### src/sv/tea16_pkg.sv
package tea16_pkg;

  // cipher constants
  localparam logic [31:0] TEA16_DELTA  = 32'h9e3779b9;
  localparam int          TEA16_ROUNDS = 16;
  localparam logic [3:0]  CHUNK_BYTES  = 4'd8;

  // configuration port
  localparam int CFG_IDX_W  = 3;
  localparam int CFG_DATA_W = 32;

  typedef enum logic [CFG_IDX_W-1:0] {
    REG_KEY0   = 3'd0,
    REG_KEY1   = 3'd1,
    REG_KEY2   = 3'd2,
    REG_KEY3   = 3'd3,
    REG_ENABLE = 3'd4
  } tea16_reg_t;

  // payload carried along the cell chain
  typedef struct packed {
    logic [31:0] lo;
    logic [31:0] hi;
    logic [3:0]  count;
    logic [2:0]  clear;
    logic        enc;
  } tea16_item_t;

  // tea round function of one half
  function automatic logic [31:0] tea16_mix(input logic [31:0] y, input logic [31:0] ka,
                                            input logic [31:0] kb, input logic [31:0] acc);
    tea16_mix = ((y << 4) + ka) ^ (y + acc) ^ ((y >> 5) + kb);
  endfunction

endpackage

### src/sv/tea16_cell.sv
module tea16_cell
  import tea16_pkg::*;
#(
  parameter bit          ODD = 1'b0,
  parameter logic [31:0] ACC = TEA16_DELTA
) (
  input  logic        clk,
  input  logic        rst,
  input  logic        advance,
  input  logic [31:0] ka,
  input  logic [31:0] kb,
  input  logic        in_valid,
  input  tea16_item_t in_item,
  output logic        out_valid,
  output tea16_item_t out_item
);

  logic [31:0] mix_src;
  logic [31:0] upd;
  tea16_item_t item_next;

  // one half round on encrypted items (others pass unchanged): even cells update lo from hi, odd cells hi from lo
  always_comb begin
    mix_src   = ODD ? in_item.lo : in_item.hi;
    upd       = (ODD ? in_item.hi : in_item.lo) + tea16_mix(mix_src, ka, kb, ACC);
    item_next = in_item;
    if (in_item.enc) begin
      if (ODD) begin
        item_next.hi = upd;
      end else begin
        item_next.lo = upd;
      end
    end
  end

  // stage register
  always_ff @(posedge clk) begin
    if (rst) begin
      out_valid <= 1'b0;
    end else if (advance) begin
      out_valid <= in_valid;
    end
  end

  always_ff @(posedge clk) begin
    if (advance) begin
      out_item <= item_next;
    end
  end

endmodule

### config.mk
export PLATFORM = sky130hd
export DESIGN_NAME = tea16_cell
export DESIGN_NICKNAME = d
export VERILOG_FILES = /design/src/sv/tea16_pkg.sv /design/src/sv/tea16_cell.sv
export SDC_FILE = /design/constraint.sdc
export NUM_CORES = 1
export LEC_CHECK = 0
export BUFFER_PORTS_ARGS = -buffer_cell sky130_fd_sc_hd__buf_4
export CORE_UTILIZATION = 28
export DETAILED_ROUTE_END_ITERATION = 10
export GPL_ROUTABILITY_DRIVEN = 0
export GPL_TIMING_DRIVEN = 0
export PLACE_DENSITY_LB_ADDON = 0.08
export SYNTH_ARGS = -nofsm -noshare
export SYNTH_HDL_FRONTEND = slang
export SYNTH_SLANG_ARGS = --single-unit
### constraint.sdc
create_clock -name clk -period 13.4 [get_ports clk]
set_input_delay 0.67 -clock clk [delete_from_list [all_inputs] [get_ports clk]]
set_output_delay 0.67 -clock clk [all_outputs]
set_load 0.005 [all_outputs]
# Yosys cells after proc, flatten, opt, wreduce, memory -nomap -nowiden
# Index checks and enable logic that the tools add are counted.
[totals] in_bits=140 regBits=73
[op_classes] n_bitwise=2 muxes=1 n_addsub=4
[ops] operator="adder 32 bit" n=2
[ops] operator="bitwise XOR 32 bit" n=2
[ops] operator="adder 27 x 32 -> 32 bit" n=1
[ops] operator="adder 32 bit (second input constant)" n=1
[ops] operator="2-to-1 mux 32 bit" n=1

# Logic depth before layout (Yosys ltp)
# Gate-level depths: netlist (run 1).
[logic_depth] word_depth=5 mapped_depth=23 ltp_nobuf=23

# Least setup slack after synthesis (run 1)
# Ideal clock, no wire load.
[synth_timing] kind="in2reg" startpoint="input ka[4]" endpoint="register out_item[71] (netlist bit), data pin" t_arrival_ps=4874 setup_time_ps=263 path_slack_ps=8263 path_stages=22 path_buffers=0 required_ps=13137 path_cell_list="ha_1 fa_1 a21o_1 a21oi_1 o21ai_1 o22ai_1 nor3_1 o211ai_1 nand2_1 a21o_1 a21oi_1 xnor3_1 ha_1 and3_1 and4_1 o211ai_1 nand3_1 and3_4 o311a_1 nand2b_1 mux2i_1 xor2_1"
[synth_lines] item="start: declaration" line="tea16_cell.sv:10" text="input logic [31:0] ka,"
[synth_lines] item="end signal: assignment" line="tea16_cell.sv:47" text="out_item <= item_next;"
[synth_lines] item="end: declaration" line="tea16_cell.sv:15" text="output tea16_item_t out_item"

==> results of run 1 <==
cells in the mapped netlist (3+ instances only):
master / instances / area [um^2]
and3_1: 9 / 56.30
fa_1: 3 / 60.06
clkbuf_1: 11 / 41.29
nand2b_1: 12 / 75.07
nand3_1: 19 / 95.09
nor2b_1: 4 / 25.02
o21ai_1: 10 / 50.05
o21bai_1: 21 / 157.7
inv_1: 18 / 67.56
o21a_1: 8 / 60.06
a21o_1: 52 / 390.4
nor2_1: 35 / 131.4
nand2_1: 36 / 135.1
edfxtp_1: 72 / 2162
nor3_1: 14 / 70.07
xnor2_1: 150 / 1314
a211o_1: 3 / 26.28
a21oi_1: 69 / 345.3
nand4_1: 8 / 50.05
xor2_1: 27 / 236.5
o211ai_1: 12 / 90.09
and2_1: 3 / 18.77
o21ai_0: 29 / 145.1
a211oi_1: 10 / 75.07
mux2_2: 29 / 326.6
a31oi_1: 9 / 56.30
o31ai_1: 4 / 30.03
or3_1: 5 / 31.28
and4_1: 3 / 26.28
ha_1: 90 / 1126
metrics by stage:
step	setup slack (ns)	instances	util
after floorplan	8.263	819	-
after global placement	6.984	1409	0.3594
after detailed placement	7.004	1409	0.3594
after CTS	7.328	1424	0.3698
after global routing	7.027	1424	0.3698
final	7.453	1424	0.3698
worst paths after layout:
path                          startpoint                     end  slack [ns]  cells after the start
setup reg to reg  out_valid$_SDFFE_PP0P_  out_valid$_SDFFE_PP0P_       12.82                      2
hold reg to reg   out_valid$_SDFFE_PP0P_  out_valid$_SDFFE_PP0P_        0.50                      2
setup / recovery              in_item[8]  out_item[71]$_DFFE_PP_        7.45                     23
hold / removal                       rst  out_valid$_SDFFE_PP0P_        0.47                      2
logic make-up after synthesis:
family	count (synthesis)	synth area share
adder cells (fa/ha/maj)	93	0.1497
buffers and inverters	31	0.01485
XOR/XNOR	178	0.1985
multiplexers	31	0.04375
flip-flops	73	0.2755
AND/OR/NAND/NOR	161	0.1052
AO/OA/AOI/OAI	252	0.2124
final cells by class:
class / instances / area (um^2) / share of cell area
plain buffers: 13 / 50.05 / 0.004872
clock buffers: 10 / 229.0 / 0.02229
repair buffers: 212 / 1592 / 0.1549
flip-flops and latches: 73 / 2182 / 0.2124
clock inverters: 5 / 57.56 / 0.005603
inverters: 18 / 67.56 / 0.006577
multi-input cells: 715 / 5622 / 0.5473
well taps: 378 / 473.0 / 0.04604
per-layer routing:
layer  routed length (um)  GRT usage  vias to the layer above
met5                    0          0                        -
met4                  197    0.03917                        0
met3                 1070    0.02721                        8
met2                10560     0.2637                      137
met1                12630     0.2469                     3136
li1                     -          -                     3514
power by group:
group	leakage (nW)	total (mW)	internal, mW	switching (mW)
clock	0.132	0.251	0.143	0.108
sequential	0.713	0.329	0.318	0.0116
combinational	3.51	0.891	0.437	0.454
worst max-delay path, stage by stage:
cell and delay (ns):
buf_4 0.13, ha_1 0.23, fa_1 0.42, a21o_1 0.17
a21oi_1 0.30, o21ai_1 0.16, o22ai_1 0.39, nor3_1 0.16
o211ai_1 0.25, nand2_1 0.15, a21o_1 0.20, a21oi_1 0.24
xnor3_1 0.42, ha_1 0.36, and3_1 0.21, and4_1 0.20
o211ai_1 0.10, nand3_1 0.18, and3_4 0.24, o311a_1 0.35
nand2b_1 0.15, mux2i_1 0.24, xor2_1 0.10
flip-flops by register name, summed over array words and instances (netlist names):
name	count
out_item	72
out_valid	1
==> flow_summary.json, run 1 <==
{
  "critical_path.startpoint_type": "input pin",
  "period_minus_slack_ns": 5.947,
  "path_clk_slew_ns": 0.06,
  "start_util": 0.2851,
  "drt-pass1-iter-count": 4,
  "grt_pass1_wl_um": 37240,
  "holdBufCountCts": 0,
  "dieArea_um2": 28970,
  "syn2layout_area_growth_pct": 29.68,
  "leakage_nw": 4.360,
  "slew_headroom": 0.3045,
  "ctsResizeCount": 0,
  "cts_setup_buffers": 0,
  "synthCells": 819,
  "final_cell_area_um2": 10270,
  "wl_um": 24460,
  "ant_nets": 0,
  "htreeDepth": 3,
  "cts_sinks": 73,
  "drt_iter0_markers": 300,
  "portBuffers": 212,
  "cts_tree": "built",
  "synth_edf_count": 72,
  "fill_cells": 2956,
  "finalSetupTns_ns": 0,
  "outcome": "finished, final reports clean",
  "via_per_inst": 4.772,
  "syn_area_um2": 7921,
  "route.detailed.drc": 0,
  "track_usage": 0.1708,
  "n_antenna_cell": 0,
  "grt_pass1_vias": 6706,
  "cap_violations": 0,
  "nNetsFinal": 1275,
  "insertion_delay_ns": 0.35,
  "num_vias": 6795,
  "tightest_slew_ns": 1.043,
  "core-area_um2": 27780,
  "ir_drop_mv": 0.05263,
  "clockBufferDepth": 2,
  "path_max_fanout": 5,
  "setup_viol": 0,
  "ios": 213,
  "die_x_um": 170.2,
  "fp.dieH_um": 170.2,
  "hp-class": "in2reg",
  "rsz0062_at_grt": "no",
  "crit_required_ns": 13.50,
  "ys_seq_area_frac": 0.2755,
  "final_cell_mix": "buf_4 (212), xnor2_1 (150), ha_1 (90), edfxtp_1 (72), a21oi_1 (69)",
  "hold_slack_ns": 0.4676,
  "post_dp_cell_area_um2": 9986,
  "synthArstFlopShare": 0,
  "final_common_cell": "buf_4",
  "cts-buffers-inserted": 9,
  "grt_max_degree": 74,
  "crit_type": "in2reg",
  "drive_above_1_share": 0.2562,
  "critPathCaptureType": "flip-flop",
  "critical_path_arrival_ns": 6.04,
  "synth_nets": 1052,
  "overflow": 0,
  "avgSynthCellArea_um2": 9.672,
  "power.total_mw": 1.471,
  "power_density_nw_per_um2": 143.2,
  "finalClockSkew_ns": 0,
  "cts_root_buffer": "clkbuf_16",
  "finalCritPeriodShare": 0.4438,
  "synth-main-ff-cell": "edfxtp_1",
  "dpl.hpwl_um": 20020,
  "yosys_warnings": 0,
  "drv_slew": 0,
  "yosysUniqueCellTypes": 68,
  "fmax_mhz": 168.2,
  "finalHoldViolations": 0,
  "synth-seq-cells": 73,
  "rows": 61,
  "antenna_found_initial": 0,
  "wl_per_cell_um": 17.18
}
No activity file was read; power rests on OpenSTA's default activity.
==> run 2: changes to the inputs <==
- clock period: 13.4 -> 5.4 ns (I/O delays scaled with it)
==> run 2 against run 1 <==
Effect of this change:
- via count increased by 0.24%
- setup slack got worse by 7.2 ns
- combinational power increased to 2.5 times the previous value
- first-iteration DRC count increased by 3.7%
- sequential power increased by 150%
- die area unchanged
- final area increased by 0.44%
- register-to-register slack got worse by 8.0 ns
- count of clock-buffer cells in the layout unchanged
- clock skew unchanged
- highest routed layer unchanged
==> flow_summary.json, run 2 (synthesis gave the netlist of run 1 again) <==
{
  "cp_slowest_cell": "fa_1",
  "die_x_um": 170.2,
  "ios": 213,
  "finalHoldViolations": 0,
  "crit-reg2reg-launch": "out_valid$_SDFFE_PP0P_",
  "path_max_fanout": 5,
  "fin_ws_ns": 0.3031,
  "cts_sinks": 73,
  "worstHoldStart": "rst",
  "overflow": 0,
  "leakage_nw": 4.378,
  "critical_path.startpoint_type": "input pin",
  "dpl.hpwl_um": 20020,
  "crit_buf_inv": 1,
  "cts_root_buffer": "clkbuf_16",
  "route.detailed.drc": 0,
  "post-place-ws_ns": -0.5957,
  "finalCritPeriodShare": 0.9439,
  "core-area_um2": 27780,
  "insertion_delay_ns": 0.35,
  "power_density_nw_per_um2": 355.6,
  "start_util": 0.2851,
  "fmax_mhz": 196.2,
  "crit_required_ns": 5.50,
  "track_usage": 0.1710,
  "finalSetupTns_ns": 0,
  "syn2layout_area_growth_pct": 30.25,
  "ir_drop_mv": 0.1307,
  "instances_no_fill": 1426,
  "grt_max_degree": 74,
  "cts_tree": "built",
  "grt_pass1_vias": 6705,
  "antenna_found_initial": 0,
  "crit_chain": "buf_4 > ha_1 > fa_1 > a21o_1 > a21oi_2 > o21ai_1 > o22ai_2 > nor3_1 > o211ai_1 > nand2_1 > a21o_1 > a21oi_2 > xnor3_2 > ha_1 > and3_1 > and4_1 > o211ai_1 > nand3_1 > and3_4 > o311a_1 > nand2b_1 > mux2i_2 > xor2_1",
  "top_register": "out_item",
  "min_to": "out_valid$_SDFFE_PP0P_",
  "final_cell_area_um2": 10320,
  "rows": 61,
  "top_regs": "out_item: 72 flops, out_valid: 1 flops",
  "fp.dieH_um": 170.2,
  "rr_worst_depth": 2,
  "nNetsFinal": 1277,
  "wl_um": 24460,
  "grt_pass1_wl_um": 37280,
  "power.total_mw": 3.669,
  "largest_reg_flops": 72,
  "finalClockSkew_ns": 0,
  "htreeDepth": 3,
  "critPathCaptureType": "flip-flop",
  "cts-buffers-inserted": 9,
  "drive_above_1_share": 0.2643,
  "portBuffers": 212,
  "dp_cells": 1409,
  "critical_path_arrival_ns": 5.20,
  "n_antenna_cell": 0,
  "via_per_inst": 4.776,
  "drv_slew": 0,
  "drt_iter0_markers": 311,
  "wl_per_cell_um": 17.15,
  "r2r-end": "out_valid$_SDFFE_PP0P_",
  "max_stage_delay_ns": 0.42,
  "crit_type": "in2reg",
  "period_minus_slack_ns": 5.097,
  "outcome": "finished, final reports clean",
  "drt-pass1-iter-count": 4,
  "post_dp_cell_area_um2": 9986,
  "hold_depth": 2,
  "num_vias": 6811,
  "tightest_slew_ns": 1.044,
  "slew_headroom": 0.3038,
  "reg2reg_slack_ns": 4.82,
  "setup_viol": 0,
  "hp-class": "in2reg",
  "ant_nets": 0,
  "fill_cells": 2953,
  "clockBufferDepth": 2,
  "cap_violations": 0,
  "final_cell_mix": "buf_4 (214), xnor2_1 (149), ha_1 (90), edfxtp_1 (72), a21oi_1 (66)",
  "dieArea_um2": 28970,
  "path_clk_slew_ns": 0.06,
  "worst_path_dominant_cell_family": "compound AO/OA/AOI/OAI gates",
  "final_common_cell": "buf_4"
}
==> run 2: area by class of cell <==
| class | instances | area (um^2) | area share |
|---|---|---|---|
| inverters | 18 | 67.56 | 0.006549 |
| flip-flops and latches | 73 | 2182 | 0.2115 |
| clock buffers | 10 | 229.0 | 0.02219 |
| repair buffers | 214 | 1607 | 0.1557 |
| multi-input cells | 715 | 5652 | 0.5478 |
| well taps | 378 | 473.0 | 0.04584 |
| clock inverters | 5 | 57.56 | 0.005578 |
| plain buffers | 13 | 50.05 | 0.004851 |
==> run 2: how the worst max path moves through the flow <==
| stage | start | endpoint | slack (ns) | cells after the start |
|---|---|---|---|---|
| CTS | in_item[8] | out_item[71]$_DFFE_PP_ | 0.003 | 23 |
| global placement | in_item[8] | out_item[71]$_DFFE_PP_ | -0.62 | 23 |
| floorplan | ka[4] | out_item[71]$_DFFE_PP_ | 0.66 | 22 |
| finish | in_item[8] | out_item[71]$_DFFE_PP_ | 0.30 | 23 |
| detailed placement | in_item[8] | out_item[71]$_DFFE_PP_ | -0.60 | 23 |
| global route | in_item[8] | out_item[71]$_DFFE_PP_ | -0.01 | 23 |
==> run 2: worst reg2reg max path: cells and delay by family, from the launching register on <==
kind / cells / cell delay [ns]
DFF: 1 / 0.31
muxes: 1 / 0.12
and+or+nand+nor: 1 / 0.05
==> run 2: where the power goes <==
| group | total [mW] | internal, mW | switching [mW] |
|---|---|---|---|
| Clock | 0.624 | 0.355 | 0.269 |
| Combinational | 2.23 | 1.09 | 1.13 |
| Sequential | 0.818 | 0.789 | 0.0289 |
==> run 2: stage by stage <==
step                        util  hold slack [ns]
after floorplan                -           0.3424
after global placement    0.3594           0.4285
after detailed placement  0.3594           0.4316
after CTS                 0.3702          0.04986
after global routing      0.3714          0.05709
final                     0.3714          0.06846
==> run 2: repair_timing <==
item,in CTS,in global routing
setup endpoints to repair,1,1
pin swaps,0,2
cloned,0,0
hold endpoints to repair,0,0
buffers inserted,0,2
gates resized for setup,3,4
hold buffers,0,0
==> run 2: metal layers <==
layer / track usage / part of all wire / up-vias
met5: 0 / 0 / -
met4: 0.03917 / 0.0081 / 0
met3: 0.02721 / 0.039 / 8
met2: 0.2639 / 0.43 / 136
met1: 0.2473 / 0.52 / 3143
li1: - / - / 3524
